<file path="src/hw/rtl/hwb_pkg.sv">
// ----------------------------------------------------------------------------
// hwb_pkg: shared types and constants of the heartbeat watchdog
// Holds the count width, the command and register codes, the request,
// result and configuration records, and small width helpers.
// ----------------------------------------------------------------------------
package hwb_pkg;

  // Width of the countdowns and of the check interval (8 to 32)
  localparam int CNT_W = 16;
  // Width of the configuration registers, fixed by the register map
  localparam int CFG_W = 16;
  // Wide enough for a doubled interval and for any register value
  localparam int WIDE_W = ((CNT_W > CFG_W) ? CNT_W : CFG_W) + 1;

  localparam logic [WIDE_W-1:0] CNT_MAX_W = {{(WIDE_W-CNT_W){1'b0}}, {CNT_W{1'b1}}};
  localparam logic [CNT_W-1:0]  CNT_ONE   = {{(CNT_W-1){1'b0}}, 1'b1};
  localparam logic [CNT_W-1:0]  CNT_ZERO  = '0;

  // Command codes
  localparam logic [2:0] CMD_TICK       = 3'd0;
  localparam logic [2:0] CMD_UPDATE     = 3'd1;
  localparam logic [2:0] CMD_PONG       = 3'd2;
  localparam logic [2:0] CMD_TERMINATED = 3'd3;
  localparam logic [2:0] CMD_INVALIDATE = 3'd4;

  // Configuration register indexes
  localparam int CFG_IDX_W = 2;
  localparam logic [CFG_IDX_W-1:0] CFG_INITIAL_INTERVAL = 2'd0;
  localparam logic [CFG_IDX_W-1:0] CFG_MAX_INTERVAL     = 2'd1;
  localparam logic [CFG_IDX_W-1:0] CFG_REPLY_TIMEOUT    = 2'd2;

  // Register reset values: 20 s, 8 h, 90 s at one tick per second
  localparam logic [CFG_W-1:0] RST_INITIAL_INTERVAL = 16'd20;
  localparam logic [CFG_W-1:0] RST_MAX_INTERVAL     = 16'd28800;
  localparam logic [CFG_W-1:0] RST_REPLY_TIMEOUT    = 16'd90;

  typedef struct packed {
    logic [2:0] cmd;
    logic       should_be_active;
    logic       partner_suspended;
    logic       may_go_unresponsive;
  } hwb_req_t;

  typedef struct packed {
    logic responsive;
    logic send_ping;
    logic became_responsive;
    logic became_unresponsive;
  } hwb_res_t;

  typedef struct packed {
    logic [CFG_W-1:0] initial_interval;
    logic [CFG_W-1:0] max_interval;
    logic [CFG_W-1:0] reply_timeout;
  } hwb_cfg_t;

  // Zero-extend a register value to the wide compare width
  function automatic logic [WIDE_W-1:0] cfg_wide(input logic [CFG_W-1:0] v);
    return {{(WIDE_W-CFG_W){1'b0}}, v};
  endfunction

  // Fit a register value into a countdown (keeps the low CNT_W bits)
  function automatic logic [CNT_W-1:0] cfg_fit(input logic [CFG_W-1:0] v);
    logic [WIDE_W-1:0] w;
    w = cfg_wide(v);
    return w[CNT_W-1:0];
  endfunction

endpackage

</file>
<file path="src/hw/rtl/hwb_if.sv">
// ----------------------------------------------------------------------------
// hwb_in_if / hwb_out_if: request and result channels
// Valid/ready channels; a transfer happens when valid and ready are high.
// ----------------------------------------------------------------------------
interface hwb_in_if;
  logic       valid;
  logic       ready;
  logic [2:0] cmd;
  logic       should_be_active;
  logic       partner_suspended;
  logic       may_go_unresponsive;

  modport source (output valid, cmd, should_be_active, partner_suspended,
                  may_go_unresponsive, input ready);
  modport sink   (input valid, cmd, should_be_active, partner_suspended,
                  may_go_unresponsive, output ready);
endinterface

interface hwb_out_if;
  logic valid;
  logic ready;
  logic responsive;
  logic send_ping;
  logic became_responsive;
  logic became_unresponsive;

  modport source (output valid, responsive, send_ping, became_responsive,
                  became_unresponsive, input ready);
  modport sink   (input valid, responsive, send_ping, became_responsive,
                  became_unresponsive, output ready);
endinterface

</file>
<file path="src/hw/rtl/heartbeat_watchdog_backoff_unit.sv">
// ----------------------------------------------------------------------------
// heartbeat_watchdog_backoff_unit: heartbeat watchdog with exponential backoff
// Request register, state update, result register, configuration registers.
// ----------------------------------------------------------------------------
//
//  Channel  | Dir | Handshake        | Payload
//  ---------+-----+------------------+-----------------------------------------
//  in_chan  | in  | valid / ready    | cmd, should_be_active, partner_suspended,
//           |     |                  | may_go_unresponsive
//  out_chan | out | valid / ready    | responsive, send_ping, became_responsive,
//           |     |                  | became_unresponsive
//  cfg_*    | in  | cfg_we (no wait) | cfg_idx, cfg_wdata
//
//  One request per cycle sustained unless out_chan stalls; every request yields
//  one result, through the request register and then the result register.
//  The state update is a single decrement, compare and doubling between them.
//  Reset is synchronous on rst_n; no clearing pass.
//  A stalled result holds the result register; the request register keeps
//  taking one more request, then in_chan.ready drops until out_chan drains.
//
module heartbeat_watchdog_backoff_unit (
  input  logic                          clk,
  input  logic                          rst_n,
  hwb_in_if.sink                        in_chan,
  hwb_out_if.source                     out_chan,
  input  logic                          cfg_we,
  input  logic [hwb_pkg::CFG_IDX_W-1:0] cfg_idx,
  input  logic [hwb_pkg::CFG_W-1:0]     cfg_wdata
);

  // Configuration registers
  hwb_pkg::hwb_cfg_t cfg_r;

  // Request register
  logic              req_valid_r, req_valid_nxt;
  hwb_pkg::hwb_req_t req_r;

  // Result register
  logic              res_valid_r, res_valid_nxt;
  hwb_pkg::hwb_res_t res_r;
  hwb_pkg::hwb_res_t core_res;

  logic in_take;
  logic advance;

  // Advance the request into the state when the result register is free
  assign advance       = !res_valid_r || out_chan.ready;
  assign in_chan.ready = !req_valid_r || advance;
  assign in_take       = in_chan.valid && in_chan.ready;

  always_comb begin
    req_valid_nxt = req_valid_r;
    if (in_take) begin
      req_valid_nxt = 1'b1;
    end else if (advance) begin
      req_valid_nxt = 1'b0;
    end
    res_valid_nxt = res_valid_r;
    if (req_valid_r && advance) begin
      res_valid_nxt = 1'b1;
    end else if (out_chan.ready) begin
      res_valid_nxt = 1'b0;
    end
  end

  always_ff @(posedge clk) begin
    if (!rst_n) begin
      req_valid_r <= 1'b0;
      res_valid_r <= 1'b0;
    end else begin
      req_valid_r <= req_valid_nxt;
      res_valid_r <= res_valid_nxt;
    end
  end

  // Capture the request payload
  always_ff @(posedge clk) begin
    if (in_take) begin
      req_r.cmd                 <= in_chan.cmd;
      req_r.should_be_active    <= in_chan.should_be_active;
      req_r.partner_suspended   <= in_chan.partner_suspended;
      req_r.may_go_unresponsive <= in_chan.may_go_unresponsive;
    end
  end

  // Latch the result as the state moves
  always_ff @(posedge clk) begin
    if (req_valid_r && advance) begin
      res_r <= core_res;
    end
  end

  // Register writes; an index past the map is dropped
  always_ff @(posedge clk) begin
    if (!rst_n) begin
      cfg_r.initial_interval <= hwb_pkg::RST_INITIAL_INTERVAL;
      cfg_r.max_interval     <= hwb_pkg::RST_MAX_INTERVAL;
      cfg_r.reply_timeout    <= hwb_pkg::RST_REPLY_TIMEOUT;
    end else if (cfg_we) begin
      case (cfg_idx)
        hwb_pkg::CFG_INITIAL_INTERVAL: cfg_r.initial_interval <= cfg_wdata;
        hwb_pkg::CFG_MAX_INTERVAL:     cfg_r.max_interval     <= cfg_wdata;
        hwb_pkg::CFG_REPLY_TIMEOUT:    cfg_r.reply_timeout    <= cfg_wdata;
        default: begin
        end
      endcase
    end
  end

  hwb_core u_core (
    .clk   (clk),
    .rst_n (rst_n),
    .en    (req_valid_r && advance),
    .req   (req_r),
    .cfg   (cfg_r),
    .res   (core_res)
  );

  assign out_chan.valid               = res_valid_r;
  assign out_chan.responsive          = res_r.responsive;
  assign out_chan.send_ping           = res_r.send_ping;
  assign out_chan.became_responsive   = res_r.became_responsive;
  assign out_chan.became_unresponsive = res_r.became_unresponsive;

endmodule

</file>
<file path="src/hw/rtl/hwb_core.sv">
// ----------------------------------------------------------------------------
// hwb_core: watchdog state and per-request update
// Holds the countdowns, interval and responsive flag; applies one request
// when enabled and presents its result combinationally.
// ----------------------------------------------------------------------------
module hwb_core (
  input  logic              clk,
  input  logic              rst_n,
  input  logic              en,
  input  hwb_pkg::hwb_req_t req,
  input  hwb_pkg::hwb_cfg_t cfg,
  output hwb_pkg::hwb_res_t res
);

  logic                      chk_armed_r, chk_armed_nxt;
  logic [hwb_pkg::CNT_W-1:0] chk_cnt_r, chk_cnt_nxt;
  logic                      to_armed_r, to_armed_nxt;
  logic [hwb_pkg::CNT_W-1:0] to_cnt_r, to_cnt_nxt;
  logic [hwb_pkg::CNT_W-1:0] interval_r, interval_nxt;
  logic                      resp_r, resp_nxt;

  logic [hwb_pkg::WIDE_W-1:0] dbl_w;
  logic [hwb_pkg::WIDE_W-1:0] dbl_sat;
  logic [hwb_pkg::CNT_W-1:0]  dbl;
  logic                       ping, note_up, note_down;

  // Doubled interval, capped at max_interval and at the count range
  always_comb begin
    dbl_w = '0;
    dbl_w[hwb_pkg::CNT_W:1] = interval_r;
    dbl_sat = dbl_w;
    if (dbl_sat > hwb_pkg::cfg_wide(cfg.max_interval)) begin
      dbl_sat = hwb_pkg::cfg_wide(cfg.max_interval);
    end
    if (dbl_sat > hwb_pkg::CNT_MAX_W) begin
      dbl_sat = hwb_pkg::CNT_MAX_W;
    end
    dbl = dbl_sat[hwb_pkg::CNT_W-1:0];
  end

  always_comb begin
    chk_armed_nxt = chk_armed_r;
    chk_cnt_nxt   = chk_cnt_r;
    to_armed_nxt  = to_armed_r;
    to_cnt_nxt    = to_cnt_r;
    interval_nxt  = interval_r;
    resp_nxt      = resp_r;
    ping          = 1'b0;
    note_up       = 1'b0;
    note_down     = 1'b0;
    case (req.cmd)
      hwb_pkg::CMD_TICK: begin
        if (to_armed_r) begin
          if (to_cnt_r <= hwb_pkg::CNT_ONE) begin
            // Reply window closed: back off and rearm the check
            to_cnt_nxt    = hwb_pkg::CNT_ZERO;
            to_armed_nxt  = 1'b0;
            interval_nxt  = dbl;
            chk_armed_nxt = 1'b1;
            chk_cnt_nxt   = dbl;
            if (!req.partner_suspended && resp_r && req.may_go_unresponsive) begin
              resp_nxt  = 1'b0;
              note_down = 1'b1;
            end
          end else begin
            to_cnt_nxt = to_cnt_r - hwb_pkg::CNT_ONE;
          end
        end else if (chk_armed_r) begin
          if (chk_cnt_r <= hwb_pkg::CNT_ONE) begin
            chk_cnt_nxt   = hwb_pkg::CNT_ZERO;
            chk_armed_nxt = 1'b0;
            to_armed_nxt  = 1'b1;
            to_cnt_nxt    = hwb_pkg::cfg_fit(cfg.reply_timeout);
            ping          = 1'b1;
          end else begin
            chk_cnt_nxt = chk_cnt_r - hwb_pkg::CNT_ONE;
          end
        end
      end
      hwb_pkg::CMD_UPDATE: begin
        if (!req.should_be_active) begin
          if (chk_armed_r) begin
            interval_nxt  = hwb_pkg::cfg_fit(cfg.initial_interval);
            chk_armed_nxt = 1'b0;
            chk_cnt_nxt   = hwb_pkg::CNT_ZERO;
          end
          to_armed_nxt = 1'b0;
          to_cnt_nxt   = hwb_pkg::CNT_ZERO;
          resp_nxt     = 1'b1;
        end else if (!chk_armed_r && !to_armed_r) begin
          chk_armed_nxt = 1'b1;
          chk_cnt_nxt   = interval_r;
        end
      end
      hwb_pkg::CMD_PONG: begin
        if (to_armed_r) begin
          to_armed_nxt  = 1'b0;
          to_cnt_nxt    = hwb_pkg::CNT_ZERO;
          interval_nxt  = dbl;
          chk_armed_nxt = 1'b1;
          chk_cnt_nxt   = dbl;
          resp_nxt      = 1'b1;
          note_up       = !resp_r;
        end
      end
      hwb_pkg::CMD_TERMINATED: begin
        to_armed_nxt  = 1'b0;
        to_cnt_nxt    = hwb_pkg::CNT_ZERO;
        chk_armed_nxt = 1'b0;
        chk_cnt_nxt   = hwb_pkg::CNT_ZERO;
        resp_nxt      = 1'b1;
        note_up       = !resp_r;
      end
      hwb_pkg::CMD_INVALIDATE: begin
        to_armed_nxt  = 1'b0;
        to_cnt_nxt    = hwb_pkg::CNT_ZERO;
        chk_armed_nxt = 1'b0;
        chk_cnt_nxt   = hwb_pkg::CNT_ZERO;
      end
      default: begin
      end
    endcase
  end

  assign res.responsive          = resp_nxt;
  assign res.send_ping           = ping;
  assign res.became_responsive   = note_up;
  assign res.became_unresponsive = note_down;

  always_ff @(posedge clk) begin
    if (!rst_n) begin
      chk_armed_r <= 1'b0;
      chk_cnt_r   <= hwb_pkg::CNT_ZERO;
      to_armed_r  <= 1'b0;
      to_cnt_r    <= hwb_pkg::CNT_ZERO;
      interval_r  <= hwb_pkg::cfg_fit(hwb_pkg::RST_INITIAL_INTERVAL);
      resp_r      <= 1'b1;
    end else if (en) begin
      chk_armed_r <= chk_armed_nxt;
      chk_cnt_r   <= chk_cnt_nxt;
      to_armed_r  <= to_armed_nxt;
      to_cnt_r    <= to_cnt_nxt;
      interval_r  <= interval_nxt;
      resp_r      <= resp_nxt;
    end
  end

endmodule

</file>
<file path="src/flat_wrapper.sv">
// flat-port wrapper written by rule: the top's interface ports become plain ports
module heartbeat_watchdog_backoff_unit_flat 
  (clk, rst_n, cfg_we, cfg_idx, cfg_wdata, in_chan_valid, in_chan_cmd, in_chan_should_be_active, in_chan_partner_suspended, in_chan_may_go_unresponsive, in_chan_ready, out_chan_valid, out_chan_responsive, out_chan_send_ping, out_chan_became_responsive, out_chan_became_unresponsive, out_chan_ready);
  hwb_in_if in_chan_i ();
  hwb_out_if out_chan_i ();
  input  logic clk;
  input  logic rst_n;
  input  logic cfg_we;
  input  logic [hwb_pkg::CFG_IDX_W-1:0] cfg_idx;
  input  logic [hwb_pkg::CFG_W-1:0] cfg_wdata;
  input wire logic [$bits(in_chan_i.valid)-1:0] in_chan_valid;
  input wire logic [$bits(in_chan_i.cmd)-1:0] in_chan_cmd;
  input wire logic [$bits(in_chan_i.should_be_active)-1:0] in_chan_should_be_active;
  input wire logic [$bits(in_chan_i.partner_suspended)-1:0] in_chan_partner_suspended;
  input wire logic [$bits(in_chan_i.may_go_unresponsive)-1:0] in_chan_may_go_unresponsive;
  output wire logic [$bits(in_chan_i.ready)-1:0] in_chan_ready;
  output wire logic [$bits(out_chan_i.valid)-1:0] out_chan_valid;
  output wire logic [$bits(out_chan_i.responsive)-1:0] out_chan_responsive;
  output wire logic [$bits(out_chan_i.send_ping)-1:0] out_chan_send_ping;
  output wire logic [$bits(out_chan_i.became_responsive)-1:0] out_chan_became_responsive;
  output wire logic [$bits(out_chan_i.became_unresponsive)-1:0] out_chan_became_unresponsive;
  input wire logic [$bits(out_chan_i.ready)-1:0] out_chan_ready;
  assign in_chan_i.valid = in_chan_valid;
  assign in_chan_i.cmd = in_chan_cmd;
  assign in_chan_i.should_be_active = in_chan_should_be_active;
  assign in_chan_i.partner_suspended = in_chan_partner_suspended;
  assign in_chan_i.may_go_unresponsive = in_chan_may_go_unresponsive;
  assign in_chan_ready = in_chan_i.ready;
  assign out_chan_valid = out_chan_i.valid;
  assign out_chan_responsive = out_chan_i.responsive;
  assign out_chan_send_ping = out_chan_i.send_ping;
  assign out_chan_became_responsive = out_chan_i.became_responsive;
  assign out_chan_became_unresponsive = out_chan_i.became_unresponsive;
  assign out_chan_i.ready = out_chan_ready;
  heartbeat_watchdog_backoff_unit u_core (.clk(clk), .rst_n(rst_n), .in_chan(in_chan_i), .out_chan(out_chan_i), .cfg_we(cfg_we), .cfg_idx(cfg_idx), .cfg_wdata(cfg_wdata));
endmodule
</file>
<file path="config.mk">
export PLATFORM = sky130hd
export DESIGN_NAME = heartbeat_watchdog_backoff_unit_flat
export DESIGN_NICKNAME = d
export VERILOG_FILES = /design/src/hw/rtl/hwb_pkg.sv /design/src/hw/rtl/hwb_if.sv /design/src/hw/rtl/heartbeat_watchdog_backoff_unit.sv /design/src/hw/rtl/hwb_core.sv /design/src/flat_wrapper.sv
export SDC_FILE = /design/constraint.sdc
export NUM_CORES = 1
export LEC_CHECK = 0
export BUFFER_PORTS_ARGS = -buffer_cell sky130_fd_sc_hd__clkbuf_2
export CAP_MARGIN = 20
export CORE_MARGIN = 2
export CORE_UTILIZATION = 30
export CTS_BUF_LIST = sky130_fd_sc_hd__clkbuf_4
export DETAILED_ROUTE_END_ITERATION = 10
export SETUP_SLACK_MARGIN = 0.4
export SYNTH_ARGS = -nofsm -noshare
export SYNTH_HDL_FRONTEND = slang
export SYNTH_HIERARCHICAL = 1
export SYNTH_SLANG_ARGS = --single-unit
</file>
<file path="constraint.sdc">
create_clock -name clk -period 3.1 [get_ports clk]
set_clock_uncertainty 0.1 [all_clocks]
set_input_delay 0.62 -clock clk [delete_from_list [all_inputs] [get_ports clk]]
set_output_delay 0.62 -clock clk [all_outputs]
set_load 0.005 [all_outputs]
</file>
==> reports/metrics.yaml <==
status:
  outcome: "complete, no violations"
route:
  ant_nets: 0
  dr.pass1.iters: 5
  drt-wirelength-per-cell_um: 17.0
  num_vias: 6033
  drtIter0Drc: 535
  viasPerCell: 5.39
  drt_wl_total_um: 19000
  drc: 0
clock_tree:
  cts_buffer_depth: 2
  cts_buffers: 9
  root_buffer: "clkbuf_4"
  cts_tree: "built"
  clk_pin_slew_ns: 0.18
  cts_sinks: 111
  htreeDepth: 3
  worstSkewPairLatency_ns: 0.51
pwr:
  power.total_mw: 2.88
  p_leak_nw: 2.99
  power_density_mw_per_mm2: 377
  comb_power_share_pct: 21.2
  switchingPower_uw: 956
  p_sw_share_pct: 33.2
  internal_power_mw: 1.93
  ir_drop_mv: 0.204
  p_seq_share_pct: 53.4
  pwr-share-clk_pct: 25.4
synth:
  synth-compound-area-share_pct: 21.1
  syn-instance-count: 801
  yosys.area_share.simple_pct: 23.5
  syn_area_sq_mm: 0.00656
  syn_nets: 849
  synthDistinctLibCells: 71
  synth-main-ff-cell: "dfxtp_1"
  synth_edf_count: 10
  synthXorXnorAreaFrac_pct: 3.61
  async_flop_share_pct: 0
  synthAdderAreaFrac_pct: 3.62
  synth_top_family_by_area: "simple AND/OR/NAND/NOR gates"
  yosysSeqAreaShare_pct: 35.4
  yosysWarnings: 6
  ys_seq_elements: 111
  syn_avg_cell_area_sq_um: 8.19
  synthMuxAreaShare_pct: 6.73
global_route:
  grt_overflow: 0
  grt_usage_pct: 15.9
  grt_pass1_vias: 5653
  grt_max_degree: 71
  grt_antenna_before_repair: 0
  grt_pass1_wl_um: 30200
layout:
  drive_gt1_share_pct: 19.2
  fin_area_sq_mm: 0.00764
  num-fill-cells: 2242
  nets: 883
  stdcell_count: 1120
  final_util_pct: 35.3
  area_growth_syn_to_layout_pct: 16.4
  diodes: 0
placed_design:
  dpl.cell_count: 1093
  port_buffers: 34
  place_congestion: 0.921
  hpwl_um: 13500
  place_area_sq_mm: 0.00711
die:
  start_util_pct: 30.3
  pin_count: 35
  fp.dieH_um: 152
  rows: 54
  coreArea_sq_mm: 0.0216
  die_x_um: 152
  die_area_sq_mm: 0.0231
flow_run:
  cap_violations: 0
setup_path:
  cp.required_ns: 3.41
  cp_slowest_stage_delay_ns: 0.56
  crit_path_end_kind: "flip-flop"
  crit_arrival_ns: 3.09
  crit_type: "flip-flop to flip-flop"
  path_max_fanout: 13
  cp_slowest_cell: "or4_4"
  cp_cell_sequence: "or4_4 > or3_4 > or4_4 > a31oi_4 > buf_4 > clkbuf_16 > buf_4 > o32ai_1"
  start_kind: "flip-flop"
timing:
  maxSlewViolCount: 0
  rsz0062_at_grt: "true"
  fin_crit_sh_pct: 89.9
  period_needed_ns: 2.79
  hold_violations: 0
  fmax_ghz: 0.359
  setup_violations: 0
  finalSetupTns_ns: 0
  tightest_slew_ns: 0.714
  max_slew_margin_pct: 52.4
min_path:
  hold_path.class: "input port to flip-flop"
-- layer usage --
metal | global-route usage [%] | part of all wire, % | vias to the layer above | routed length [um]
met5 | 0 | 0 | - | 0
met4 | 4.76 | 1.7 | 0 | 318
met3 | 1.43 | 3.7 | 17 | 705
met2 | 24.6 | 45 | 167 | 8580
met1 | 23.4 | 49 | 2881 | 9400
li1 | - | - | 2968 | -
-- kinds of logic after synthesis --
group                      Yosys count
and+or+nand+nor                    314
AOI/OAI and AO/OA                  195
DFF                                111
buffers and inverters               91
muxes                               44
xor gates and xnor gates            27
adders and majority gates           19
-- cell usage after synthesis, types with 5 or more instances --
cell type    n  area (sq um)
nand2_1    118           443
dfxtp_1    101          2020
nor2_1      59           221
mux2i_1     43           430
a21oi_1     40           200
nor3_1      35           175
clkbuf_1    33           124
inv_1       33           124
o21ai_0     33           165
nand3_1     25           125
ha_1        19           238
a22oi_1     17           128
xnor2_1     17           149
a31oi_1     16           100
o211ai_1    15           113
buf_2       13          65.1
a211oi_1    11          82.6
edfxtp_1    10           300
o31ai_2     10           125
xor2_1      10          87.6
nand4b_1     9          78.8
o2bb2ai_1    9          78.8
nor2b_1      8          50.1
nand4_1      7          43.8
buf_4        6          45.0
nand3b_1     6          45.0
nor4_1       6          37.5
or2_2        6          37.5
a21boi_0     5          37.5
o2111ai_1    5          43.8
o32ai_1      5          43.8
or3_1        5          31.3
-- power by group through the flow --
stage	clock [mW]	sequential (mW)	combinational (mW)
global placement	0	1.57	0.558
CTS	0.750	1.54	0.575
global route	0.808	1.55	0.667
floorplan	0	1.55	0.408
finish	0.732	1.54	0.610
detailed placement	0	1.57	0.558
-- final timing paths --
| kind | startpoint | endpoint | slack, ns | depth (start not counted) |
|---|---|---|---|---|
| min | in_chan_cmd[1] | u_core/req_r[4]$_DFFE_PP_ | 0.19 | 1 |
| max reg2reg | u_core/u_core/to_cnt_r[9]$_SDFFE_PN0P_ | u_core/u_core/chk_cnt_r[13]$_SDFFE_PN0P_ | 0.31 | 8 |
| min reg2reg | u_core/cfg_r[20]$_SDFFE_PN0P_ | u_core/cfg_r[20]$_SDFFE_PN0P_ | 0.37 | 2 |
| max | u_core/u_core/to_cnt_r[9]$_SDFFE_PN0P_ | u_core/u_core/chk_cnt_r[13]$_SDFFE_PN0P_ | 0.31 | 8 |
-- final cells by class --
class                           count  area [sq um]  area share [%]
Sequential cell                   111          2330            30.5
Clock inverter                      7          65.1           0.852
Inverter                           34           133            1.74
Clock buffer                        9          67.6           0.885
Multi-Input combinational cell    600          4110            53.8
Tap cell                          280           350            4.59
Timing Repair Buffer               79           578            7.57
-- flip-flops by register name, indices dropped and copies added (netlist names), 6 cells and up --
name / flops
u_core/cfg_r: 48
u_core/req_r: 6
u_core/u_core/chk_cnt_r: 16
u_core/u_core/interval_r: 16
u_core/u_core/to_cnt_r: 16
-- metrics by stage --
step | hold slack (ns) | setup slack, ns
detailed placement | 0.353 | 0.0857
floorplan | 0.331 | 0.458
global route | 0.153 | 0.273
finish | 0.192 | 0.315
global placement | 0.344 | 0.146
CTS | 0.161 | 0.340
-- layout by cell type (no fill, tap or decap), drive strengths merged, types with 10 or more instances in the layout --
master | netlist | final
nand2 | 120 | 121
dfxtp | 101 | 101
nor2 | 59 | 59
buf | 24 | 45
mux2i | 43 | 43
clkbuf | 33 | 43
a21oi | 41 | 41
inv | 33 | 37
nor3 | 36 | 36
o21ai | 34 | 34
nand3 | 25 | 25
ha | 19 | 19
xnor2 | 17 | 17
a22oi | 17 | 17
a31oi | 17 | 17
o211ai | 15 | 15
o31ai | 13 | 13
a211oi | 11 | 11
edfxtp | 10 | 10
xor2 | 10 | 10
-- worst max-delay path, delay by kind of cell, from the launching register on --
family,cells,cell delay [ns]
AND/OR/NAND/NOR,3,1.45
buffers and inverters,3,0.46
flip-flops,1,0.38
AO/OA/AOI/OAI,2,0.33
-- timing repair --
| item | 4_1_cts | 5_1_grt |
|---|---|---|
| setup endpoints to repair | 39 | 48 |
| pin swaps | 3 | 11 |
| hold buffers | 0 | 0 |
| setup buffers | 5 | 4 |
| gates resized for setup | 13 | 57 |
| cloned | 1 | 1 |
Power figures use the tool's default switching activity.
